$ cat config.mk
export PLATFORM = sky130hd
export DESIGN_NAME = stuck_pedal_monitor_flat
export DESIGN_NICKNAME = d
export VERILOG_FILES = /design/src/design/spm_pkg.sv /design/src/design/spm_stream_if.sv /design/src/design/spm_front.sv /design/src/design/spm_queue.sv /design/src/design/spm_back.sv /design/src/design/stuck_pedal_monitor.sv /design/src/flat_wrapper.sv
export SDC_FILE = /design/constraint.sdc
export NUM_CORES = 1
export LEC_CHECK = 0
export BUFFER_PORTS_ARGS = -buffer_cell sky130_fd_sc_hd__buf_2
export CAP_MARGIN = 40
export CELL_PAD_IN_SITES_DETAIL_PLACEMENT = 0
export CELL_PAD_IN_SITES_GLOBAL_PLACEMENT = 1
export CORE_MARGIN = 2
export CORE_UTILIZATION = 30
export CTS_CLUSTER_SIZE = 10
export DETAILED_ROUTE_END_ITERATION = 8
export PLACE_DENSITY_LB_ADDON = 0.05
export SLEW_MARGIN = 5
export SYNTH_ARGS = -nofsm -noshare
export SYNTH_HDL_FRONTEND = slang
export SYNTH_HIERARCHICAL = 1
export SYNTH_SLANG_ARGS = --single-unit
$ cat constraint.sdc
create_clock -name clk -period 13.55 [get_ports clk]
set_input_delay 0.6775 -clock clk [delete_from_list [all_inputs] [get_ports clk]]
set_output_delay 0.6775 -clock clk [all_outputs]
set_load 0.01 [all_outputs]
$ cat src/design/spm_pkg.sv
// ----------------------------------------------------------------------------
// Stuck pedal monitor package
// Shared beat layouts, register indexes, phase encoding and helper functions.
// ----------------------------------------------------------------------------
package spm_pkg;

    localparam int unsigned DATA_W      = 16;
    localparam int unsigned LATCH_W     = 11;
    localparam int unsigned NUM_REGS    = 8;
    localparam int unsigned REG_IDX_W   = 3;
    localparam int unsigned SPEED_SHIFT = 7;   // raw speed times 128
    localparam int unsigned SPEED_RAW_W = 8;
    localparam logic [LATCH_W-1:0] PEDAL_CAP = LATCH_W'(1024);

    typedef enum logic [REG_IDX_W-1:0] {
        REG_PEDAL_MIN     = 3'd0,
        REG_SPEED_MIN     = 3'd1,
        REG_RPM_MIN       = 3'd2,
        REG_STEADY_DELTA  = 3'd3,
        REG_PEDAL_HYST    = 3'd4,
        REG_SPEED_HYST    = 3'd5,
        REG_RPM_HYST      = 3'd6,
        REG_RELEASE_DELTA = 3'd7
    } reg_idx_t;

    // Phase codes as reported on diag_phase
    localparam logic [2:0] PH_CODE_INIT      = 3'd0;
    localparam logic [2:0] PH_CODE_INACTIVE  = 3'd1;
    localparam logic [2:0] PH_CODE_SUSPECTED = 3'd2;
    localparam logic [2:0] PH_CODE_CONFIRMED = 3'd3;
    localparam logic [2:0] PH_CODE_DEVALID   = 3'd4;

    typedef enum logic [4:0] {
        PH_INIT      = 5'b00001,
        PH_INACTIVE  = 5'b00010,
        PH_SUSPECTED = 5'b00100,
        PH_CONFIRMED = 5'b01000,
        PH_DEVALID   = 5'b10000
    } phase_t;

    typedef struct packed {
        logic [DATA_W-1:0]      pedal_position;
        logic [SPEED_RAW_W-1:0] vehicle_speed;
        logic [DATA_W-1:0]      engine_speed;
        logic                   brake_switch;
        logic                   brake_pressure_switch;
        logic                   brake_signal_invalid;
        logic                   monitor_inhibit;
        logic                   fault_confirmed;
    } sample_t;

    typedef struct packed {
        logic               monitor_running;
        logic               fault_seen;
        logic [2:0]         diag_phase;
        logic [LATCH_W-1:0] latched_pedal;
        logic               brake_pressed;
    } result_t;

    typedef struct packed {
        reg_idx_t          index;
        logic [DATA_W-1:0] data;
    } cfg_write_t;

    // Classified tick handed from the front end to the state machine
    typedef struct packed {
        logic [DATA_W-1:0] pedal;
        logic              brake_q;
        logic              confirmed;
        logic              arm_ok;     // static arming terms, incl. not inhibited
        logic              exit_hit;   // static exit terms, incl. inhibited
    } class_t;

    typedef struct packed {
        logic [DATA_W-1:0] steady_delta;
        logic [DATA_W-1:0] release_delta;
    } back_cfg_t;

    function automatic logic [DATA_W-1:0] abs_diff(input logic [DATA_W-1:0] a,
                                                   input logic [DATA_W-1:0] b);
        return (a >= b) ? (a - b) : (b - a);
    endfunction

    function automatic logic [LATCH_W-1:0] cap_pedal(input logic [DATA_W-1:0] v);
        return (v > DATA_W'(PEDAL_CAP)) ? PEDAL_CAP : v[LATCH_W-1:0];
    endfunction

    function automatic logic [2:0] phase_code(input phase_t ph);
        logic [2:0] code;
        case (ph)
            PH_INIT:      code = PH_CODE_INIT;
            PH_INACTIVE:  code = PH_CODE_INACTIVE;
            PH_SUSPECTED: code = PH_CODE_SUSPECTED;
            PH_CONFIRMED: code = PH_CODE_CONFIRMED;
            PH_DEVALID:   code = PH_CODE_DEVALID;
            default:      code = PH_CODE_INIT;
        endcase
        return code;
    endfunction

endpackage

$ cat src/design/spm_stream_if.sv
// ----------------------------------------------------------------------------
// Stuck pedal monitor stream channel
// Valid/ready channel carrying one payload beat; a beat moves when both are high.
// ----------------------------------------------------------------------------
interface spm_stream_if #(parameter type payload_t = logic);
    logic     valid;
    logic     ready;
    payload_t payload;

    modport source (output valid, output payload, input ready);
    modport sink   (input valid, input payload, output ready);
endinterface

$ cat src/design/spm_front.sv
// ----------------------------------------------------------------------------
// Stuck pedal monitor front end
// Holds the configuration registers and classifies each sample beat against
// the arming and hysteresis thresholds before it enters the queue.
// ----------------------------------------------------------------------------
module spm_front (
    input  logic               clk,
    input  logic               rst_n,
    spm_stream_if.sink         sample,
    spm_stream_if.sink         cfg,
    output logic               push_valid,
    output spm_pkg::class_t    push_data,
    input  logic               push_ready,
    output spm_pkg::back_cfg_t back_cfg
);
    import spm_pkg::*;

    logic [DATA_W-1:0] cfg_reg [NUM_REGS];
    logic [DATA_W-1:0] speed_scaled;
    logic signed [DATA_W:0] pedal_thr;
    logic signed [DATA_W:0] speed_thr;
    logic signed [DATA_W:0] rpm_thr;
    logic arm_static;
    logic exit_static;

    assign cfg.ready = 1'b1;

    always_ff @(posedge clk or negedge rst_n)
    begin
        if (!rst_n)
        begin
            cfg_reg <= '{default: '0};
        end
        else if (cfg.valid)
        begin
            cfg_reg[cfg.payload.index] <= cfg.payload.data;
        end
    end

    always_comb
    begin
        speed_scaled = DATA_W'({sample.payload.vehicle_speed, SPEED_SHIFT'(0)});

        // exit thresholds are signed: a negative one never fires
        pedal_thr = $signed({1'b0, cfg_reg[REG_PEDAL_MIN]})
                  - $signed({1'b0, cfg_reg[REG_PEDAL_HYST]});
        speed_thr = $signed({1'b0, cfg_reg[REG_SPEED_MIN]})
                  - $signed({1'b0, cfg_reg[REG_SPEED_HYST]});
        rpm_thr   = $signed({1'b0, cfg_reg[REG_RPM_MIN]})
                  - $signed({1'b0, cfg_reg[REG_RPM_HYST]});

        arm_static = (sample.payload.pedal_position > cfg_reg[REG_PEDAL_MIN])
                  && (speed_scaled > cfg_reg[REG_SPEED_MIN])
                  && (sample.payload.engine_speed > cfg_reg[REG_RPM_MIN])
                  && !sample.payload.monitor_inhibit;

        exit_static = ($signed({1'b0, sample.payload.pedal_position}) <= pedal_thr)
                   || ($signed({1'b0, speed_scaled}) <= speed_thr)
                   || ($signed({1'b0, sample.payload.engine_speed}) <= rpm_thr)
                   || sample.payload.monitor_inhibit;

        push_data.pedal     = sample.payload.pedal_position;
        push_data.brake_q   = sample.payload.brake_switch
                           && sample.payload.brake_pressure_switch
                           && !sample.payload.brake_signal_invalid;
        push_data.confirmed = sample.payload.fault_confirmed;
        push_data.arm_ok    = arm_static;
        push_data.exit_hit  = exit_static;
    end

    assign push_valid   = sample.valid;
    assign sample.ready = push_ready;

    assign back_cfg.steady_delta  = cfg_reg[REG_STEADY_DELTA];
    assign back_cfg.release_delta = cfg_reg[REG_RELEASE_DELTA];

endmodule

$ cat src/design/spm_queue.sv
// ----------------------------------------------------------------------------
// Stuck pedal monitor queue
// Short FIFO of classified beats between the front end and the state machine.
// ----------------------------------------------------------------------------
module spm_queue #(
    parameter int DEPTH = 2
) (
    input  logic            clk,
    input  logic            rst_n,
    input  logic            push_valid,
    input  spm_pkg::class_t push_data,
    output logic            push_ready,
    output logic            pop_valid,
    output spm_pkg::class_t pop_data,
    input  logic            pop_ready
);
    import spm_pkg::*;

    localparam int PTR_W = (DEPTH > 1) ? $clog2(DEPTH) : 1;
    localparam int CNT_W = $clog2(DEPTH + 1);
    localparam logic [PTR_W-1:0] LAST_PTR = PTR_W'(DEPTH - 1);
    localparam logic [CNT_W-1:0] FULL_CNT = CNT_W'(DEPTH);

    class_t            slot_reg [DEPTH];
    logic [PTR_W-1:0]  wr_ptr_reg;
    logic [PTR_W-1:0]  wr_ptr_next;
    logic [PTR_W-1:0]  rd_ptr_reg;
    logic [PTR_W-1:0]  rd_ptr_next;
    logic [CNT_W-1:0]  count_reg;
    logic [CNT_W-1:0]  count_next;
    logic              do_push;
    logic              do_pop;

    assign push_ready = (count_reg != FULL_CNT);
    assign pop_valid  = (count_reg != '0);
    assign pop_data   = slot_reg[rd_ptr_reg];
    assign do_push    = push_valid && push_ready;
    assign do_pop     = pop_valid && pop_ready;

    always_comb
    begin
        wr_ptr_next = wr_ptr_reg;
        rd_ptr_next = rd_ptr_reg;
        count_next  = count_reg;
        if (do_push)
        begin
            wr_ptr_next = (wr_ptr_reg == LAST_PTR) ? '0 : wr_ptr_reg + PTR_W'(1);
        end
        if (do_pop)
        begin
            rd_ptr_next = (rd_ptr_reg == LAST_PTR) ? '0 : rd_ptr_reg + PTR_W'(1);
        end
        if (do_push && !do_pop)
        begin
            count_next = count_reg + CNT_W'(1);
        end
        else if (do_pop && !do_push)
        begin
            count_next = count_reg - CNT_W'(1);
        end
    end

    always_ff @(posedge clk or negedge rst_n)
    begin
        if (!rst_n)
        begin
            wr_ptr_reg <= '0;
            rd_ptr_reg <= '0;
            count_reg  <= '0;
        end
        else
        begin
            wr_ptr_reg <= wr_ptr_next;
            rd_ptr_reg <= rd_ptr_next;
            count_reg  <= count_next;
        end
    end

    always_ff @(posedge clk)
    begin
        if (do_push)
        begin
            slot_reg[wr_ptr_reg] <= push_data;
        end
    end

    a_count_bound: assert property (@(posedge clk) disable iff (!rst_n)
        count_reg <= FULL_CNT)
        else $error("queue count beyond depth");

    a_count_track: assert property (@(posedge clk) disable iff (!rst_n)
        (do_push && !do_pop) |=> count_reg == $past(count_reg) + CNT_W'(1))
        else $error("queue count missed a push");

    a_empty_ptrs: assert property (@(posedge clk) disable iff (!rst_n)
        (count_reg == '0) |-> (wr_ptr_reg == rd_ptr_reg))
        else $error("queue empty with pointers apart");

endmodule

$ cat src/design/spm_back.sv
// ----------------------------------------------------------------------------
// Stuck pedal monitor state machine
// Runs the diagnostic phases on each classified beat and registers the result.
// ----------------------------------------------------------------------------
module spm_back (
    input  logic               clk,
    input  logic               rst_n,
    input  logic               pop_valid,
    input  spm_pkg::class_t    pop_data,
    output logic               pop_ready,
    input  spm_pkg::back_cfg_t back_cfg,
    spm_stream_if.source       result
);
    import spm_pkg::*;

    phase_t             phase_reg;
    phase_t             phase_next;
    logic [LATCH_W-1:0] latch_reg;
    logic [LATCH_W-1:0] latch_next;
    logic [LATCH_W-1:0] last_reg;
    logic               brake_reg;
    logic               running_reg;
    logic               running_next;
    logic               detected_reg;
    logic               detected_next;
    logic               out_valid_reg;
    result_t            out_data_reg;
    result_t            out_data_next;

    logic [DATA_W-1:0]  latch_src;
    logic [LATCH_W-1:0] step;
    logic               steady;
    logic               moved_far;
    logic               brake_rise;
    logic               take;

    assign pop_ready = !out_valid_reg || result.ready;
    assign take      = pop_valid && pop_ready;

    always_comb
    begin
        step       = cap_pedal(abs_diff(pop_data.pedal, DATA_W'(last_reg)));
        steady     = DATA_W'(step) < back_cfg.steady_delta;
        moved_far  = abs_diff(pop_data.pedal, DATA_W'(latch_reg)) >= back_cfg.release_delta;
        brake_rise = pop_data.brake_q && !brake_reg;

        phase_next    = phase_reg;
        running_next  = running_reg;
        detected_next = detected_reg;
        latch_src     = DATA_W'(latch_reg);

        case (phase_reg)
            PH_INIT:
            begin
                phase_next    = PH_INACTIVE;
                running_next  = 1'b0;
                detected_next = 1'b0;
                latch_src     = pop_data.pedal;
            end
            PH_INACTIVE:
            begin
                if (pop_data.confirmed)
                begin
                    phase_next    = PH_CONFIRMED;
                    running_next  = 1'b1;
                    detected_next = 1'b1;
                end
                else if (pop_data.arm_ok && steady && brake_rise)
                begin
                    phase_next    = PH_SUSPECTED;
                    running_next  = 1'b1;
                    detected_next = 1'b1;
                    latch_src     = pop_data.pedal;
                end
            end
            PH_SUSPECTED:
            begin
                if (pop_data.confirmed)
                begin
                    phase_next    = PH_CONFIRMED;
                    running_next  = 1'b1;
                    detected_next = 1'b1;
                end
                else if (pop_data.exit_hit || moved_far || !pop_data.brake_q)
                begin
                    phase_next    = PH_INACTIVE;
                    running_next  = 1'b0;
                    detected_next = 1'b0;
                    latch_src     = pop_data.pedal;
                end
            end
            PH_CONFIRMED:
            begin
                if (moved_far && !pop_data.brake_q)
                begin
                    phase_next    = PH_DEVALID;
                    detected_next = 1'b0;
                end
            end
            PH_DEVALID:
            begin
                if (!pop_data.confirmed)
                begin
                    phase_next    = PH_INACTIVE;
                    running_next  = 1'b0;
                    detected_next = 1'b0;
                    latch_src     = pop_data.pedal;
                end
                else if (!moved_far || pop_data.brake_q)
                begin
                    phase_next    = PH_CONFIRMED;
                    running_next  = 1'b1;
                    detected_next = 1'b1;
                end
            end
            default:
            begin
                // corrupted phase: restart, keep the flags
                phase_next = PH_INIT;
                latch_src  = pop_data.pedal;
            end
        endcase

        latch_next = cap_pedal(latch_src);

        out_data_next.monitor_running = running_next;
        out_data_next.fault_seen      = detected_next;
        out_data_next.diag_phase      = phase_code(phase_next);
        out_data_next.latched_pedal   = latch_next;
        out_data_next.brake_pressed   = pop_data.brake_q;
    end

    always_ff @(posedge clk or negedge rst_n)
    begin
        if (!rst_n)
        begin
            phase_reg     <= PH_INIT;
            latch_reg     <= '0;
            last_reg      <= '0;
            brake_reg     <= 1'b0;
            running_reg   <= 1'b0;
            detected_reg  <= 1'b0;
            out_valid_reg <= 1'b0;
        end
        else
        begin
            if (take)
            begin
                phase_reg    <= phase_next;
                latch_reg    <= latch_next;
                last_reg     <= cap_pedal(pop_data.pedal);
                brake_reg    <= pop_data.brake_q;
                running_reg  <= running_next;
                detected_reg <= detected_next;
            end
            if (take)
            begin
                out_valid_reg <= 1'b1;
            end
            else if (result.ready)
            begin
                out_valid_reg <= 1'b0;
            end
        end
    end

    always_ff @(posedge clk)
    begin
        if (take)
        begin
            out_data_reg <= out_data_next;
        end
    end

    assign result.valid   = out_valid_reg;
    assign result.payload = out_data_reg;

    a_phase_onehot: assert property (@(posedge clk) disable iff (!rst_n)
        $onehot(phase_reg))
        else $error("phase register lost its one-hot code");

    a_detect_running: assert property (@(posedge clk) disable iff (!rst_n)
        detected_reg |-> running_reg)
        else $error("fault seen while monitor not running");

    a_latch_cap: assert property (@(posedge clk) disable iff (!rst_n)
        (latch_reg <= PEDAL_CAP) && (last_reg <= PEDAL_CAP))
        else $error("pedal latch above saturation");

    a_confirmed_flags: assert property (@(posedge clk) disable iff (!rst_n)
        (phase_reg == PH_CONFIRMED) |-> (running_reg && detected_reg))
        else $error("confirmed phase without both flags");

endmodule

$ cat src/design/stuck_pedal_monitor.sv
// ----------------------------------------------------------------------------
// Stuck pedal monitor
// Watches for an accelerator pedal held while the driver brakes.
// ----------------------------------------------------------------------------
// One sample beat yields one result beat. The block takes a sample in every
// cycle while the result side is not stalled and delivers results in order
// through a queue slot and the output register. The front end compares the
// sample against the thresholds, a queue of QUEUE_DEPTH beats decouples it
// from the phase machine, and the machine, updating its state on each beat
// it takes, sets the sustained rate of one item per cycle. The result sits in
// an output register, so a stalled result side holds it while up to
// QUEUE_DEPTH more samples are taken. Configuration writes are always
// accepted and are to be issued only while no sample is in flight.
module stuck_pedal_monitor #(
    parameter int QUEUE_DEPTH = 2
) (
    input  logic         clk,
    input  logic         rst_n,
    spm_stream_if.sink   sample,
    spm_stream_if.source result,
    spm_stream_if.sink   cfg
);
    import spm_pkg::*;

    logic      push_valid;
    class_t    push_data;
    logic      push_ready;
    logic      pop_valid;
    class_t    pop_data;
    logic      pop_ready;
    back_cfg_t back_cfg;

    spm_front u_front (
        .clk        (clk),
        .rst_n      (rst_n),
        .sample     (sample),
        .cfg        (cfg),
        .push_valid (push_valid),
        .push_data  (push_data),
        .push_ready (push_ready),
        .back_cfg   (back_cfg)
    );

    spm_queue #(
        .DEPTH (QUEUE_DEPTH)
    ) u_queue (
        .clk        (clk),
        .rst_n      (rst_n),
        .push_valid (push_valid),
        .push_data  (push_data),
        .push_ready (push_ready),
        .pop_valid  (pop_valid),
        .pop_data   (pop_data),
        .pop_ready  (pop_ready)
    );

    spm_back u_back (
        .clk       (clk),
        .rst_n     (rst_n),
        .pop_valid (pop_valid),
        .pop_data  (pop_data),
        .pop_ready (pop_ready),
        .back_cfg  (back_cfg),
        .result    (result)
    );

endmodule

$ cat src/flat_wrapper.sv
// flat-port wrapper written by rule: the top's interface ports become plain ports
module stuck_pedal_monitor_flat import spm_pkg::*;
#(
    parameter int QUEUE_DEPTH = 2
)
  (clk, rst_n, sample_valid, sample_payload, sample_ready, result_valid, result_payload, result_ready, cfg_valid, cfg_payload, cfg_ready);
  spm_stream_if #(.payload_t(sample_t)) sample_i ();
  spm_stream_if #(.payload_t(result_t)) result_i ();
  spm_stream_if #(.payload_t(cfg_write_t)) cfg_i ();
  input  logic clk;
  input  logic rst_n;
  input wire logic [$bits(sample_i.valid)-1:0] sample_valid;
  input wire logic [$bits(sample_i.payload)-1:0] sample_payload;
  output wire logic [$bits(sample_i.ready)-1:0] sample_ready;
  output wire logic [$bits(result_i.valid)-1:0] result_valid;
  output wire logic [$bits(result_i.payload)-1:0] result_payload;
  input wire logic [$bits(result_i.ready)-1:0] result_ready;
  input wire logic [$bits(cfg_i.valid)-1:0] cfg_valid;
  input wire logic [$bits(cfg_i.payload)-1:0] cfg_payload;
  output wire logic [$bits(cfg_i.ready)-1:0] cfg_ready;
  assign sample_i.valid = sample_valid;
  assign sample_i.payload = sample_payload;
  assign sample_ready = sample_i.ready;
  assign result_valid = result_i.valid;
  assign result_payload = result_i.payload;
  assign result_i.ready = result_ready;
  assign cfg_i.valid = cfg_valid;
  assign cfg_i.payload = cfg_payload;
  assign cfg_ready = cfg_i.ready;
  stuck_pedal_monitor #(.QUEUE_DEPTH(QUEUE_DEPTH)) u_core (.clk(clk), .rst_n(rst_n), .sample(sample_i), .result(result_i), .cfg(cfg_i));
endmodule
==> impl_metrics.ini <==
[status]
outcome = completed

[placed_design]
dp_hpwl_mm = 41.5
gp_congestion = 0.845
placedCellCount = 2517
pre_cts_ws_ps = 5830
io_buffers = 87

[finish]
largest_register_ffs = 96
fill_cells = 5749
synthToLayoutAreaGrowth_pct = 12.0
final_nets = 2076
layout-drive-gt1-share_pct = 15.7
layout.cells.non_filler = 2571

[route]
viasPerCell = 4.99
ant_nets = 0
drt-total-wl_mm = 53.8
drc = 0
vias = 12827
drt_iter0_drc = 678
wl_per_cell_um = 20.9
drt_pass1_iterations = 5

[sta]
drv_slew = 0
max_freq_mhz = 127
fin_worst_skew_ps = 18.9
hold_viol = 0
whs_ps = 96.9
relSlewSlack_pct = 40.7
setup_viol = 0
worst_slew_pin_slew_ps = 884
finalCriticalPeriod_ps = 7870
finalCritPeriodShare_pct = 58.1
finalSetupTns_ps = 0
rsz0062_at_grt = no
setup_ws_ps = 5680

[global_route]
grtUsageTotal_pct = 18.9
grt_max_degree = 60
grt_pass1_wl_mm = 82.4
met1_usage_pct = 25.1
grt_pass1_vias = 13244
grt_overflow = 0
global_route.usage.met2_pct = 32.6
busiest_layer = met2
grt_antenna_before_repair = 1
grt_use_met3_pct = 2.01

[critical_path]
r2r_slack_ps = 5680
r2r_end = u_core/u_back/latch_reg[9]
reg2reg_depth = 31
critPathLaunchType = flop
critPathMaxFanout = 17
cp-end-kind = flop
path_class = reg -> reg
cp_common_cell = a21o_1
cp_slowest_stage_delay_ps = 560
crit_arrival_ps = 8380
timing.rr.start = u_core/u_queue/rd_ptr_reg
required_ps = 14060
cpMaxStageDelayCell = nor3_4

[power]
ir_worst_vdd_mv = 0.0842
p_leak_nw = 8.41
pwr_density_cell_nw_per_um2 = 223

[synthesis]
yosysSeqAreaShare_pct = 34.8
netlist_area_um2 = 16700
ys.warnings.count = 6
synthCells = 1774
synth_top_area_share_pct = 24.3
syn_avg_cell_area_um2 = 9.39
ys_seq_elements = 220
synth_edf_count = 57
synth.area.top_cells = dfrtp_1 (24%), ha_1 (15%), edfxtp_1 (10%)
yosysUniqueCellTypes = 93
synthFlopType = dfrtp_1
ys_async_sr_fraction_pct = 74.1
netlist.top_cell.by_area = dfrtp_1
synth_fp_nets = 2049

[cts]
cts_root_buffer = clkbuf_16
numCtsBuffers = 30
cts_max_level = 1
cts_hold_buf = 0
post_cts_buffers = 0
cts-resized-gates = 0
cts.clk_slew.worst_paths_ps = 60
cts_sinks = 220
clk_latency_ps = 580
cts_tree = done
max-clock-path-buffers = 3

[job]
maxCapViolCount = 0

[floorplan]
pin_count = 89
rows = 86
die_h_um = 240
start_util_pct = 30.3
chipWidth_um = 240
core_um2 = 55000
die_area_um2 = 57400

[hold_path]
min_path_type = in -> async
## power breakdown
| part | internal [W] | switching, W |
|---|---|---|
| Combinational | 0.000940 | 0.00141 |
| Sequential | 0.000873 | 0.000110 |
| Clock | 0.000511 | 0.000312 |
## per-layer routing
metal,vias to the layer above,wire length (µm)
li1,6301,-
met1,6277,25100
met2,190,25800
met3,59,1520
met4,0,1420
met5,-,0
## per-stage QoR
stage	util (%)	total power (W)	cell area, µm²
after floorplan	-	0.00268	16700
after global placement	31.8	0.00334	17500
after detailed placement	32.0	0.00335	17600
after CTS	33.9	0.00421	18600
after global routing	33.9	0.00453	18600
final	33.9	0.00416	18600
## cell usage after synthesis (6+ instances only)
library cell / number
and3_1: 8
nand4b_1: 7
inv_1: 186
fa_1: 7
buf_4: 54
mux2i_1: 8
o21ai_0: 139
ha_1: 199
a21oi_1: 113
nor4_1: 11
and2_1: 9
nand4_1: 20
nand3_1: 25
edfxtp_1: 57
mux2_2: 97
o21ai_1: 11
nor2b_1: 30
buf_2: 7
nand2_1: 150
o31ai_1: 8
nor3_1: 19
o21bai_1: 16
a31oi_1: 10
nor2_1: 62
a211oi_1: 14
o211ai_1: 12
nand2b_1: 25
dfrtp_1: 162
o21a_1: 18
xnor2_1: 37
o21ba_2: 6
a22o_1: 12
clkbuf_1: 42
or3_1: 12
a21o_1: 53
xor2_1: 23
## logic make-up after synthesis
| logic type | synth area share, % |
|---|---|
| AOI/OAI and AO/OA | 18.2 |
| DFF | 34.8 |
| adders and majority gates | 15.8 |
| buffers and inverters | 8.17 |
| and+or+nand+nor | 12.8 |
| xor gates and xnor gates | 3.16 |
| muxes | 7.11 |
| other | 0.0225 |
## worst max path at each step
stage	start	end	slack [ps]	cells after the start
CTS	u_core/u_queue/rd_ptr_reg	u_core/u_back/latch_reg[2]	5750	27
detailed placement	u_core/u_queue/rd_ptr_reg	u_core/u_back/latch_reg[6]	5830	31
finish	u_core/u_queue/rd_ptr_reg	u_core/u_back/latch_reg[9]	5680	31
floorplan	u_core/u_queue/rd_ptr_reg	u_core/u_back/latch_reg[0]	7600	32
global placement	u_core/u_queue/rd_ptr_reg	u_core/u_back/latch_reg[3]	5570	26
global route	u_core/u_queue/rd_ptr_reg	u_core/u_back/latch_reg[2]	5050	27
## worst max-delay path: cells and delay by family (launching register included)
family	cells	cell delay (ps)
AO/OA/AOI/OAI	17	3390
AND/OR/NAND/NOR	6	2010
adder cells (fa/ha/maj)	3	800
flip-flops	1	530
multiplexers	1	430
buffers and inverters	3	390
XOR/XNOR	1	170
## cells in the final DEF (no fill, tap or decap), drive strengths merged, types with 20 or more instances in the layout
master	n
dfrtp	162
nand2b	26
buf	104
edfxtp	57
xor2	23
nor2	63
nor3	21
inv	187
nand4	20
nor2b	30
o21ai	153
ha	199
clkbuf	45
a21o	53
nand2	151
nand3	26
mux2	98
a21oi	115
xnor2	37
## area by class of cell
cell class / count / area [µm²] / area share [%]
clock inverters: 8 / 130 / 0.698
repair buffers: 104 / 664 / 3.56
well taps: 748 / 936 / 5.02
flip-flops and latches: 220 / 5790 / 31.1
clock buffers: 45 / 898 / 4.82
multi-input cells: 1259 / 9520 / 51.1
diodes: 1 / 2.50 / 0.0134
inverters: 186 / 698 / 3.74
Note: power is estimated with default switching activity, not from simulation.
